===== src/rtl/core/tcw_pkg.sv =====
`timescale 1ns / 1ps
// Shared types and constants for the congestion window engine.
// Depends on nothing; every other file in rtl/core imports it.
package tcw_pkg;

   localparam int WINDOW_BITS = 32;
   localparam int COUNT_BITS  = 8;
   localparam int SEG_BITS    = 16;
   localparam int CMD_BITS    = 2;
   localparam int PHASE_BITS  = 2;
   localparam int CSR_BITS    = 2;
   localparam int DATA_BITS   = 32;
   localparam int DIV_STEPS   = WINDOW_BITS;
   localparam int STEP_BITS   = $clog2(DIV_STEPS);

   localparam logic [CMD_BITS-1:0] CMD_NEW_ACK = 2'd0;
   localparam logic [CMD_BITS-1:0] CMD_DUP_ACK = 2'd1;
   localparam logic [CMD_BITS-1:0] CMD_QUERY   = 2'd2;

   localparam logic [PHASE_BITS-1:0] PHASE_SLOW     = 2'd0;
   localparam logic [PHASE_BITS-1:0] PHASE_AVOID    = 2'd1;
   localparam logic [PHASE_BITS-1:0] PHASE_RECOVERY = 2'd2;

   localparam logic [CSR_BITS-1:0] CSR_SEGMENT_SIZE = 2'd0;
   localparam logic [CSR_BITS-1:0] CSR_THRESHOLD    = 2'd1;

   localparam logic [SEG_BITS-1:0]    SEG_RESET = 16'd1460;
   localparam logic [WINDOW_BITS-1:0] THR_RESET = 32'd65535;

   typedef struct packed {
      logic [CMD_BITS-1:0]    command;
      logic [DATA_BITS-1:0]   ack_number;
      logic [DATA_BITS-1:0]   oldest_unacked;
      logic [DATA_BITS-1:0]   advertised_window;
   } req_type;

   typedef struct packed {
      logic [WINDOW_BITS-1:0] congestion_window;
      logic [WINDOW_BITS-1:0] slow_start_threshold;
      logic [WINDOW_BITS-1:0] usable_window;
      logic [PHASE_BITS-1:0]  phase;
      logic [COUNT_BITS-1:0]  duplicate_count;
   } rsp_type;

   typedef struct packed {
      logic capture;
      logic div_load;
      logic div_step;
      logic commit;
   } ctrl_cmd_type;

   typedef struct packed {
      logic need_divide;
   } dp_status_type;

endpackage


===== src/rtl/core/tcw_dpath.sv =====
`timescale 1ns / 1ps
// Datapath: configuration registers, window state, squarer, restoring divider
// and result register. Depends on tcw_pkg; driven by tcw_ctrl commands.
module tcw_dpath
   import tcw_pkg::*;
(
   input  logic                 clock,
   input  logic                 reset,
   input  ctrl_cmd_type         cmd,
   output dp_status_type        status,
   input  req_type              req_data,
   input  logic                 csr_write,
   input  logic [CSR_BITS-1:0]  csr_index,
   input  logic [DATA_BITS-1:0] csr_wdata,
   output rsp_type              rsp_data
);

   localparam logic [COUNT_BITS-1:0] DUP_LIMIT = COUNT_BITS'(3);
   localparam logic [COUNT_BITS-1:0] DUP_MAX   = '1;

   function automatic logic [WINDOW_BITS-1:0] sat_add(input logic [WINDOW_BITS-1:0] a,
                                                      input logic [WINDOW_BITS-1:0] b);
      logic [WINDOW_BITS:0] sum;
      sum = {1'b0, a} + {1'b0, b};
      return sum[WINDOW_BITS] ? '1 : sum[WINDOW_BITS-1:0];
   endfunction

   req_type                 req_ff;
   logic [SEG_BITS-1:0]     seg_ff;
   logic [WINDOW_BITS-1:0]  sq_ff;
   logic [WINDOW_BITS-1:0]  rem_ff, rem_in;
   logic [WINDOW_BITS-1:0]  quo_ff, quo_in;
   logic [WINDOW_BITS-1:0]  win_ff, win_in;
   logic [WINDOW_BITS-1:0]  thr_ff, thr_in;
   logic [PHASE_BITS-1:0]   phase_ff, phase_in;
   logic [COUNT_BITS-1:0]   dup_ff, dup_in;
   rsp_type                 rsp_ff;

   logic [WINDOW_BITS:0]    rem_shift;
   logic [WINDOW_BITS:0]    rem_diff;
   logic [WINDOW_BITS-1:0]  seg_sum;
   logic [WINDOW_BITS-1:0]  growth;
   logic [COUNT_BITS-1:0]   dup_step;
   logic [WINDOW_BITS-1:0]  usable;

   // One restoring division step per cycle; the remainder stays below the divisor.
   always_comb begin
      rem_shift = {rem_ff, quo_ff[WINDOW_BITS-1]};
      rem_diff  = rem_shift - {1'b0, win_ff};
      rem_in    = rem_ff;
      quo_in    = quo_ff;
      if (cmd.div_load) begin
         rem_in = '0;
         quo_in = sq_ff;
      end else if (cmd.div_step) begin
         if (!rem_diff[WINDOW_BITS]) begin
            rem_in = rem_diff[WINDOW_BITS-1:0];
            quo_in = {quo_ff[WINDOW_BITS-2:0], 1'b1};
         end else begin
            rem_in = rem_shift[WINDOW_BITS-1:0];
            quo_in = {quo_ff[WINDOW_BITS-2:0], 1'b0};
         end
      end
   end

   assign status.need_divide = (req_ff.command == CMD_NEW_ACK) && (win_ff != '0) &&
                               ((phase_ff == PHASE_AVOID) ||
                                ((phase_ff == PHASE_SLOW) && !(win_ff < thr_ff)));

   assign seg_sum  = sat_add(win_ff, WINDOW_BITS'(seg_ff));
   assign growth   = (win_ff == '0) ? seg_sum : sat_add(win_ff, quo_ff);
   assign dup_step = (req_ff.ack_number != req_ff.oldest_unacked) ? COUNT_BITS'(1) :
                     (dup_ff == DUP_MAX) ? dup_ff : dup_ff + COUNT_BITS'(1);

   always_comb begin
      win_in   = win_ff;
      thr_in   = thr_ff;
      phase_in = phase_ff;
      dup_in   = dup_ff;
      case (req_ff.command)
         CMD_NEW_ACK: begin
            case (phase_ff)
               PHASE_SLOW: begin
                  dup_in = '0;
                  if (win_ff < thr_ff) begin
                     win_in = seg_sum;
                  end else begin
                     phase_in = PHASE_AVOID;
                     win_in   = growth;
                  end
               end
               PHASE_AVOID: begin
                  dup_in = '0;
                  win_in = growth;
               end
               PHASE_RECOVERY: begin
                  dup_in   = '0;
                  phase_in = PHASE_AVOID;
                  win_in   = thr_ff;
               end
               default: ;
            endcase
         end
         CMD_DUP_ACK: begin
            case (phase_ff) inside
               PHASE_SLOW, PHASE_AVOID: begin
                  dup_in = dup_step;
                  if (dup_step >= DUP_LIMIT) begin
                     phase_in = PHASE_RECOVERY;
                     thr_in   = win_ff >> 1;
                     win_in   = win_ff >> 1;
                  end
               end
               PHASE_RECOVERY: begin
                  dup_in = dup_step;
                  win_in = seg_sum;
               end
               default: ;
            endcase
         end
         default: ;
      endcase
   end

   assign usable = (win_in < req_ff.advertised_window) ? win_in : req_ff.advertised_window;

   always_ff @(posedge clock) begin
      if (cmd.capture) begin
         req_ff <= req_data;
         sq_ff  <= WINDOW_BITS'(seg_ff) * WINDOW_BITS'(seg_ff);
      end
      rem_ff <= rem_in;
      quo_ff <= quo_in;
      if (cmd.commit) begin
         rsp_ff.congestion_window    <= win_in;
         rsp_ff.slow_start_threshold <= thr_in;
         rsp_ff.usable_window        <= usable;
         rsp_ff.phase                <= phase_in;
         rsp_ff.duplicate_count      <= dup_in;
      end
   end

   always_ff @(posedge clock) begin
      if (reset) begin
         seg_ff   <= SEG_RESET;
         win_ff   <= WINDOW_BITS'(SEG_RESET);
         thr_ff   <= THR_RESET;
         phase_ff <= PHASE_SLOW;
         dup_ff   <= '0;
      end else begin
         if (cmd.commit) begin
            win_ff   <= win_in;
            thr_ff   <= thr_in;
            phase_ff <= phase_in;
            dup_ff   <= dup_in;
         end
         if (csr_write) begin
            unique case (csr_index)
               CSR_SEGMENT_SIZE: seg_ff <= csr_wdata[SEG_BITS-1:0];
               CSR_THRESHOLD:    thr_ff <= csr_wdata[WINDOW_BITS-1:0];
               default: ;
            endcase
         end
      end
   end

   assign rsp_data = rsp_ff;

   a_div_load_clears: assert property (@(posedge clock) disable iff (reset)
      cmd.div_load |=> (rem_ff == '0) && (quo_ff == $past(sq_ff)))
      else $error("divider load did not take the square");

   a_thr_write: assert property (@(posedge clock) disable iff (reset)
      (csr_write && (csr_index == CSR_THRESHOLD)) |=>
         (thr_ff == $past(csr_wdata[WINDOW_BITS-1:0])))
      else $error("threshold write did not load the threshold");

   a_rem_below_divisor: assert property (@(posedge clock) disable iff (reset)
      cmd.div_step |=> (rem_ff < win_ff))
      else $error("division remainder not below the window");

endmodule


===== src/rtl/core/tcw_ctrl.sv =====
`timescale 1ns / 1ps
// Controller: sequences capture, division and commit, and owns the result valid.
// Depends on tcw_pkg; drives tcw_dpath through command and status structs.
module tcw_ctrl
   import tcw_pkg::*;
(
   input  logic          clock,
   input  logic          reset,
   input  logic          req_valid,
   output logic          req_ready,
   output logic          rsp_valid,
   input  logic          rsp_ready,
   input  dp_status_type status,
   output ctrl_cmd_type  cmd
);

   typedef enum logic [1:0] {
      ST_IDLE,
      ST_PREP,
      ST_DIVIDE,
      ST_FINISH
   } state_type;

   localparam logic [STEP_BITS-1:0] LAST_STEP = STEP_BITS'(DIV_STEPS - 1);

   state_type             state_ff, state_in;
   logic [STEP_BITS-1:0]  count_ff, count_in;
   logic                  rsp_valid_ff, rsp_valid_in;
   logic                  out_free;

   assign out_free     = !rsp_valid_ff || rsp_ready;
   assign cmd.capture  = (state_ff == ST_IDLE) && req_valid;
   assign cmd.div_load = (state_ff == ST_PREP);
   assign cmd.div_step = (state_ff == ST_DIVIDE);
   assign cmd.commit   = (state_ff == ST_FINISH) && out_free;

   always_comb begin
      state_in     = state_ff;
      count_in     = count_ff;
      rsp_valid_in = rsp_valid_ff && !rsp_ready;
      unique case (state_ff)
         ST_IDLE: begin
            if (req_valid) begin
               state_in = ST_PREP;
            end
         end
         ST_PREP: begin
            count_in = '0;
            state_in = status.need_divide ? ST_DIVIDE : ST_FINISH;
         end
         ST_DIVIDE: begin
            count_in = count_ff + STEP_BITS'(1);
            if (count_ff == LAST_STEP) begin
               state_in = ST_FINISH;
            end
         end
         ST_FINISH: begin
            if (out_free) begin
               rsp_valid_in = 1'b1;
               state_in     = ST_IDLE;
            end
         end
         default: state_in = ST_IDLE;
      endcase
   end

   always_ff @(posedge clock) begin
      if (reset) begin
         state_ff     <= ST_IDLE;
         count_ff     <= '0;
         rsp_valid_ff <= 1'b0;
      end else begin
         state_ff     <= state_in;
         count_ff     <= count_in;
         rsp_valid_ff <= rsp_valid_in;
      end
   end

   assign req_ready = (state_ff == ST_IDLE);
   assign rsp_valid = rsp_valid_ff;

   a_accept_to_prep: assert property (@(posedge clock) disable iff (reset)
      (req_valid && req_ready) |=> (state_ff == ST_PREP))
      else $error("accepted word did not start processing");

   a_divide_ends: assert property (@(posedge clock) disable iff (reset)
      ((state_ff == ST_DIVIDE) && (count_ff == LAST_STEP)) |=> (state_ff == ST_FINISH))
      else $error("division did not end after its last step");

   a_rsp_from_commit: assert property (@(posedge clock) disable iff (reset)
      $rose(rsp_valid_ff) |-> $past(cmd.commit))
      else $error("result valid rose without a commit");

   a_no_overwrite: assert property (@(posedge clock) disable iff (reset)
      cmd.commit |-> out_free)
      else $error("result overwritten before it was taken");

endmodule


===== src/rtl/core/tcp_congestion_window_control.sv =====
`timescale 1ns / 1ps
// Top level of the congestion window engine: controller plus datapath.
// Depends on tcw_pkg, tcw_ctrl and tcw_dpath.
//
//   channel  direction  word
//   req_     in         command, ack numbers, advertised window
//   rsp_     out        window, threshold, usable window, phase, count
//   csr_     in         register index and write data
//
// A new ACK that grows the window by segment squared over window passes through the
// one-bit-per-cycle restoring divider between acceptance and result; every other word
// skips the divider, and a new word is accepted in the cycle after commit.
// A stalled result waits in its output register while the next word is processed.
// Reset is synchronous and restores the segment size, threshold and window state.
module tcp_congestion_window_control
   import tcw_pkg::*;
(
   input  logic                 clock,
   input  logic                 reset,
   input  logic                 req_valid,
   output logic                 req_ready,
   input  req_type              req_data,
   output logic                 rsp_valid,
   input  logic                 rsp_ready,
   output rsp_type              rsp_data,
   input  logic                 csr_valid,
   output logic                 csr_ready,
   input  logic [CSR_BITS-1:0]  csr_index,
   input  logic [DATA_BITS-1:0] csr_wdata
);

   ctrl_cmd_type  cmd;
   dp_status_type status;

   assign csr_ready = 1'b1;

   tcw_ctrl u_ctrl (
      .clock     (clock),
      .reset     (reset),
      .req_valid (req_valid),
      .req_ready (req_ready),
      .rsp_valid (rsp_valid),
      .rsp_ready (rsp_ready),
      .status    (status),
      .cmd       (cmd)
   );

   tcw_dpath u_dpath (
      .clock     (clock),
      .reset     (reset),
      .cmd       (cmd),
      .status    (status),
      .req_data  (req_data),
      .csr_write (csr_valid && csr_ready),
      .csr_index (csr_index),
      .csr_wdata (csr_wdata),
      .rsp_data  (rsp_data)
   );

endmodule


===== config.mk =====
export PLATFORM = sky130hd
export DESIGN_NAME = tcp_congestion_window_control
export DESIGN_NICKNAME = d
export VERILOG_FILES = /design/src/rtl/core/tcw_pkg.sv /design/src/rtl/core/tcw_dpath.sv /design/src/rtl/core/tcw_ctrl.sv /design/src/rtl/core/tcp_congestion_window_control.sv
export SDC_FILE = /design/constraint.sdc
export NUM_CORES = 2
export LEC_CHECK = 0
export BUFFER_PORTS_ARGS = -buffer_cell sky130_fd_sc_hd__clkbuf_2
export CAP_MARGIN = 10
export CORE_UTILIZATION = 45
export DETAILED_ROUTE_END_ITERATION = 8
export SLEW_MARGIN = 40
export SYNTH_ARGS = -nofsm -noshare
export SYNTH_HDL_FRONTEND = slang
export SYNTH_SLANG_ARGS = --single-unit

===== constraint.sdc =====
create_clock -name clock -period 8.2 [get_ports clock]
set_input_delay 1.23 -clock clock [delete_from_list [all_inputs] [get_ports clock]]
set_output_delay 1.23 -clock clock [all_outputs]
set_load 0.01 [all_outputs]

# Yosys cells after proc, flatten, opt, wreduce, memory -nomap -nowiden

Index checks and enable logic that the tools add are counted.

Input port bits: 137
Bits in registers: 398
Output and inout bits: 109

Multiplexer cells: 39
Multiply operators: 1
Order comparisons: 3
$add $sub $neg: 5
Reductions and logical operators: 22
Eq/ne operators: 13

Operator list:

| kind                                                | number |
|---|---|
| two-way mux 32 bit                                  | 17 |
| one-hot mux 32 bit (3 select lines)                 | 1 |
| less-than comparator 32 bit                         | 2 |
| one-hot mux 32 bit (2 select lines)                 | 1 |
| two-way mux 8 bit                                   | 5 |
| adder 32 x 16 -> 33 bit                             | 1 |
| adder 32 x 32 -> 33 bit                             | 1 |
| subtractor 33 x 32 -> 33 bit                        | 1 |
| logical NOT 32 bit                                  | 1 |
| multiplier 16 x 16 -> 32 bit                        | 1 |
| inequality test 32 bit                              | 1 |
| nonzero test 32 bit                                 | 1 |
| one-hot mux 8 bit (2 select lines)                  | 1 |
| two-way mux 2 bit                                   | 6 |
| one-hot mux 5 bit (2 select lines)                  | 1 |
| adder 8 x 1 -> 8 bit, second input constant         | 1 |
| equality test 2 x 1 -> 1 bit, second input constant | 4 |
| equality test 8 bit, second input constant          | 1 |
| >= comparator 8 x 2 -> 1 bit, second input constant | 1 |
| logical NOT 2 bit                                   | 4 |
| one-hot mux 2 bit (2 select lines)                  | 2 |
| one-hot mux 2 bit (4 select lines)                  | 1 |
| equality test 2 bit, second input constant          | 3 |
| logical AND 1 bit                                   | 6 |
| 12 further kinds                                    | 19 |

# Logic depth before layout (Yosys ltp)

Depth after elaboration: 10
Gate-level depth with buffers: 26
Gate-level depth less buffers: 25

# By module

From an unflattened synthesis, not the netlist that was laid out.

Cell total of the unflattened synthesis: 3157
Area, all modules: 30437.9 µm²

Modules (own cells, without submodules):

| module                        | cells an instance | times used | area an instance (µm²) | sequential area each (µm²) |
|---|---|---|---|---|
| tcw_dpath                     | 3100              | 1          | 29943.7                | 10460.0 |
| tcw_ctrl                      | 55                | 1          | 483.0                  | 160.2 |
| tcp_congestion_window_control | 2                 | 1          | 11.3                   | 0.0 |

# Worst setup path after synthesis

No wires, ideal clock.

Path type: register -> register
Start: register u_dpath.seg_ff[1]
End: register u_dpath.sq_ff[30] (data pin)
Data arrival time: 6.099 ns
Setup slack: 1.836 ns
Stages on the path, launching flop included: 24
Buffers on the path: 2
Period minus slack after synthesis: 6.364 ns
Setup time: 0.265 ns
Cells stage by stage: dfxtp_1 -> clkbuf_1 -> clkbuf_1 -> nand2_1 -> fa_1 -> inv_1 -> fa_1 -> inv_1 -> fa_1 -> fa_1 -> fa_1 -> fa_1 -> inv_1 -> ha_1 -> a21o_1 -> a21oi_1 -> nor2b_1 -> or4_1 -> a211oi_1 -> a211o_1 -> a31oi_1 -> a21oi_1 -> o21ai_0 -> xor2_1

Cells in the longest elaborated chain, start to end: 1

RTL lines:

| element                      | RTL line         | source |
|---|---|---|
| start: declaration           | tcw_dpath.sv:29  | `logic [SEG_BITS-1:0] seg_ff;` |
| start signal: assignment     | tcw_dpath.sv:159 | `CSR_SEGMENT_SIZE: seg_ff <= csr_wdata[SEG_BITS-1:0];` |
| multiplier 16 x 16 -> 32 bit | tcw_dpath.sv:130 | `sq_ff <= WINDOW_BITS'(seg_ff) * WINDOW_BITS'(seg_ff);` |
| end signal: assignment       | tcw_dpath.sv:130 |  |
| end: declaration             | tcw_dpath.sv:30  | `logic [WINDOW_BITS-1:0] sq_ff;` |

Every way passes these cells.
A chain may end at the register's enable or synchronous reset.

# Worst setup path in the final report

Start: register u_dpath.seg_ff[1]
End: register u_dpath.rsp_ff (netlist bit u_dpath.rsp_data[39]) (data pin)

Cells in the longest elaborated chain, start to end: 8
Elaborated cells on any way between the ends: 10
Those cells by class: 1 x add/sub; 1 x order compare; 8 x mux

RTL lines:

| element                               | RTL line         | source |
|---|---|---|
| adder 32 x 16 -> 33 bit *             | tcw_dpath.sv:24  | `sum = {1'b0, a} + {1'b0, b};` |
| two-way mux 32 bit *                  | tcw_dpath.sv:25  | `return sum[WINDOW_BITS] ? '1 : sum[WINDOW_BITS-1:0];` |
| two-way mux 32 bit                    | tcw_dpath.sv:71  | `assign growth = (win_ff == '0) ? seg_sum : sat_add(win_ff, quo_ff);` |
| two-way mux 32 bit                    | tcw_dpath.sv:85  | `if (win_ff < thr_ff) begin` |
| one-hot mux 32 bit (3 select lines)   | tcw_dpath.sv:82  | `case (phase_ff)` |
| one-hot mux 32 bit (2 select lines) * | tcw_dpath.sv:80  | `case (req_ff.command)` |
| named net u_dpath.win_in[9]           | tcw_dpath.sv:33  | `logic [WINDOW_BITS-1:0] win_ff, win_in;` |
| less-than comparator 32 bit *         | tcw_dpath.sv:125 | `assign usable = (win_in < req_ff.advertised_window) ? win_in : req_ff.advertised_window;` |
| two-way mux 32 bit *                  | tcw_dpath.sv:125 |  |
| named net u_dpath.usable[29]          | tcw_dpath.sv:44  | `logic [WINDOW_BITS-1:0] usable;` |
| end: declaration                      | tcw_dpath.sv:37  | `rsp_type rsp_ff;` |

The timed path passes the listed nets; every way through them passes the cells marked *.

==> flow_results.org <==
** Clock network
- Clock sink total :: roughly 400
- Maximum level of the CTS H-tree :: 2
- Buffers inserted during clock tree synthesis total 47.
- For the worst-skew pair, the clock arrives at the later sink with an insertion delay of just over 0.6 ns.
- In this run the deepest clock path goes through 3 buffers.
- Clock Root Buffer :: sky130_fd_sc_hd__clkbuf_16
- TritonCTS built the clock tree.
- Post-cts hold buffer count :: 0
- Clock transition time at the flip-flop clock pins of the worst setup and hold paths :: roughly 0.060 ns
- Post-cts repair resize count :: 0
- Post-CTS Setup Repair Bufs :: 0

** Routing
- For this run, design rule violations remaining after detail routing come to 0.
- Number of iterations in the first detailed-routing pass :: 6
- Routed Wire Length :: about 100 mm
- Vias per cell :: 5.87
- Uppermost layer routed :: met5
- Wire segments on met2 add up to roughly 50 mm in the final route.
- Detailed route wirelength on metal3 :: approximately 5.2 mm
- After detailed routing, the average wire length per cell comes to 23.8 um.
- For this block, wires on met1 add up to around 44 mm.
- Via count of the routed design :: between 20000 and 30000
- After the first detailed-routing iteration, the DRC count stood at about 2100.
- Post-route antenna net violation count :: 0

** STA
- Headroom to the max-slew limit :: approximately 42%
- The number of max-slew violations in the final report was 0.
- Final worst-path cycle share :: approximately 89%
- Final critical delay including setup and external delays :: around 7.3 ns
- Max Clk Rate :: 138 MHz
- Setup repair after global routing left no endpoint under its margin.
- Setup violations remaining at the end of the flow were counted as 0.
- Slew at the pin closest to its max-slew limit :: between 0.8 and 0.9 ns
- Total Negative Setup Slacks :: 0 ns
- Between clock sinks in the finished design, the worst skew comes to between 0.02 and 0.03 ns.
- Final hold viol count :: 0

** Power
- Internal power :: about 6.4 mW
- For this design the ratio of total power to cell area is between 300 and 400 mW/mm2.
- Switching share of total power :: 41.5%
- Sequential power share :: 28.3%
- Combinational share of power :: 50.6%
- The worst-case IR drop observed on VDD is 0.385 mV.
- Lkg Pwr :: between 15 and 20 nW
- Psw :: between 4 and 5 mW
- Clock Power Share :: 21.1%
- Power Total :: 10.9 mW

** Worst setup path
- STA puts the critical path data arrival time at about 7.6 ns.
- Critical path required time :: approximately 8.6 ns
- The setup path with the least slack is of type reg -> reg.
- Maximum fanout along the worst path :: 25
- Type of element launching the critical path :: flip-flop
- For the worst flop-to-flop path, the logic depth is 21.
- Endpoint kind of the worst setup timing path :: flip-flop
- For flop-to-flop paths, the worst setup slack is between 0.9 and 1 ns.

** Synthesis
- Synth Cell Area :: between 0.03 and 0.04 mm2
- Simple-gate share of the synthesized area :: roughly an eighth
- Seq/Total Area, Yosys :: 34.8%
- After synthesis, the largest family of logic cells by area is adder cells.
- Adder and majority gate portion of the synthesized area :: about a fifth
- Yosys warnings :: 0
- The synthesized netlist contains 95 unique library cells.
- After synthesis, the share of cell area in mux cells is 3.81%.
- Post-synthesis sequential element count :: just under 400
- XOR/XNOR Fraction of Synth Area :: ~3.7%
- Number of enable-type register cells in the synthesized netlist :: 267
- For this run, the leading register cell type out of synthesis is sky130_fd_sc_hd__edfxtp_1.
- The average instance in the mapped netlist occupies approximately 9.6 um2.
- Share of synthesized registers carrying an async set or reset :: 0%
- Complex-gate fraction of the synthesized area :: 17.2%
- Synthesis produced 3182 cells.
- The number of nets handed over by synthesis was roughly 3700.

** Place
- At the end of routability-driven placement, the weighted congestion stood at 0.982.
- After detailed placement, the total cell area comes to between 0.03 and 0.04 mm2.
- IO buf count :: between 200 and 250
- Post-DP HPWL :: between 70 and 80 mm
- In this run, placement finished with an instance count of around 4200.

** Worst hold path
- Worst min-delay path category :: reg -> reg
- Counting instances, the worst hold path has a depth of 2.

** Finish
- The multi-input combinational cells in the finished layout cover a total of 0.0179 mm2.
- Final cell count without fillers :: ~4300
- Nets :: between 3000 and 4000
- Area Overhead vs Synth :: 13.3%
- Post-Layout Inst Area :: about 0.035 mm2
- 0 antenna diodes ended up in the layout.
- FF+latch area :: between 0.01 and 0.015 mm2
- For this run, the share of the core covered by cells in the final layout is roughly half.
- Cells with a size suffix above 1 make up approximately 15% of the layout.
- Total of fill cells in the finished design :: 6200
- Commonest cells after routing, fill and taps aside :: 381 x sky130_fd_sc_hd__inv_1, 307 x sky130_fd_sc_hd__nand2_1, 267 x sky130_fd_sc_hd__edfxtp_1
- Most frequent standard cell in the layout excluding fill and tap cells :: sky130_fd_sc_hd__inv_1

** Floorplanning
- Die boundary height :: roughly 260 um
- Core footprint :: around 0.067 mm2
- I/O pin count :: roughly 250
- The die is 262 um wide.
- For this configuration, the core starts out at a cell density of roughly 45%.
- The initialized floorplan defines 95 standard-cell rows.
- Die footprint :: between 0.06 and 0.07 mm2

** GRT
- Summed over all layers, the global routing overflow is 0.
- Initial antenna violation count :: 2
- The first global-routing pass estimated 157 mm of wire.
- Across every metal layer, demand over resource in global routing totals 29.6%.
- Entering global routing, the biggest net connects between 90 and 100 pins.
- The via count of the first global-routing pass is about 26000.

** Run status
- Outcome :: finished clean

** Flow run
- MaxCap Viol Count :: 0
==> metal layers <==
metal	up-vias	GRT usage, %
li1	11700	-
met1	12600	38.3
met2	904	50.1
met3	228	3.40
met4	2	12.4
met5	-	0
==> worst max-delay path, stage by stage (launching register included) <==
cell and delay, ns:
sky130_fd_sc_hd__dfxtp_1 0.88, sky130_fd_sc_hd__fa_1 0.39, sky130_fd_sc_hd__a211oi_1 0.11, sky130_fd_sc_hd__o21ai_1 0.30, sky130_fd_sc_hd__nand4_1 0.40, sky130_fd_sc_hd__a21oi_1 0.63, sky130_fd_sc_hd__nand2_1 0.49, sky130_fd_sc_hd__nand2_1 0.21
sky130_fd_sc_hd__o221ai_1 0.14, sky130_fd_sc_hd__a31oi_1 0.53, sky130_fd_sc_hd__ha_1 0.36, sky130_fd_sc_hd__a21o_1 0.16, sky130_fd_sc_hd__a21o_1 0.18, sky130_fd_sc_hd__a21o_1 0.18, sky130_fd_sc_hd__a21o_1 0.17, sky130_fd_sc_hd__a21o_1 0.18
sky130_fd_sc_hd__a311oi_1 0.36, sky130_fd_sc_hd__o2111ai_1 0.20, sky130_fd_sc_hd__nor4b_2 0.35, sky130_fd_sc_hd__nor2_4 0.13, sky130_fd_sc_hd__buf_4 0.28, sky130_fd_sc_hd__mux2_1 0.35
==> stage by stage <==
stage | setup slack [ns] | hold WS (ns)
5_1_grt | 0.555 | 0.521
6_report | 0.942 | 0.476
3_5_place_dp | 1.12 | 0.469
4_1_cts | 1.11 | 0.480
2_1_floorplan | 1.84 | 0.451
3_3_place_gp | 1.20 | 0.459
==> kinds of logic (layout without fill, tap and decap cells) <==
logic type,Yosys count,after routing
buffers and inverters,517,788
other,1,1
xor gates and xnor gates,129,129
adders and majority gates,415,415
and+or+nand+nor,826,826
DFF,397,397
muxes,109,109
AOI/OAI and AO/OA,788,788
==> sequential cells by signal, indices dropped and copies added (netlist names) <==
| signal | count |
|---|---|
| u_dpath.phase_ff | 2 |
| u_dpath.rem_ff | 32 |
| u_ctrl.count_ff | 5 |
| u_dpath.rsp_data | 106 |
| u_ctrl.rsp_valid | 1 |
| u_dpath.win_ff | 32 |
| u_dpath.dup_ff | 8 |
| u_dpath.thr_ff | 32 |
| u_dpath.sq_ff | 31 |
| u_dpath.quo_ff | 32 |
| u_dpath.req_ff | 98 |
| u_ctrl.state_ff | 2 |
| u_dpath.seg_ff | 16 |
==> path summary, 6_finish.rpt <==
path                                         start                   end
worst max-delay path             u_dpath.seg_ff[1]  u_dpath.rsp_data[39]
worst min register to register  u_ctrl.count_ff[4]    u_ctrl.count_ff[4]
worst min-delay path            u_ctrl.count_ff[4]    u_ctrl.count_ff[4]
worst max register to register   u_dpath.seg_ff[1]  u_dpath.rsp_data[39]
==> power groups by stage <==
stage               sequential (mW)  clock, mW  combinational [mW]
floorplan                      3.03          0                3.94
global placement               3.11          0                5.36
detailed placement             3.12          0                5.45
CTS                            3.08       2.34                5.50
global route                   3.12       2.40                6.06
finish                         3.09       2.30                5.51
==> Yosys cell counts, types with 56 or more instances <==
| cell | count | area (um2) |
|---|---|---|
| sky130_fd_sc_hd__inv_1 | 382 | 1430 |
| sky130_fd_sc_hd__nand2_1 | 307 | 1150 |
| sky130_fd_sc_hd__edfxtp_1 | 267 | 8020 |
| sky130_fd_sc_hd__ha_1 | 248 | 3100 |
| sky130_fd_sc_hd__a21oi_1 | 191 | 956 |
| sky130_fd_sc_hd__nor2_1 | 189 | 709 |
| sky130_fd_sc_hd__fa_1 | 167 | 3340 |
| sky130_fd_sc_hd__o21ai_0 | 150 | 751 |
| sky130_fd_sc_hd__dfxtp_1 | 130 | 2600 |
| sky130_fd_sc_hd__clkbuf_1 | 106 | 398 |
| sky130_fd_sc_hd__xnor2_1 | 95 | 832 |
| sky130_fd_sc_hd__a21o_1 | 92 | 691 |
| sky130_fd_sc_hd__and2_1 | 61 | 382 |
| sky130_fd_sc_hd__mux2_2 | 57 | 642 |
| sky130_fd_sc_hd__nand3_1 | 56 | 280 |
==> layout make-up <==
cell class | instances | area share [%]
multi-input combinational | 2268 | 51.8
sequential | 397 | 30.7
timing repair buffer | 316 | 5.20
inverter | 384 | 4.18
clock buffer | 64 | 3.85
tap | 873 | 3.16
clock inverter | 24 | 1.08
Note: power is estimated with default switching activity, not from simulation.
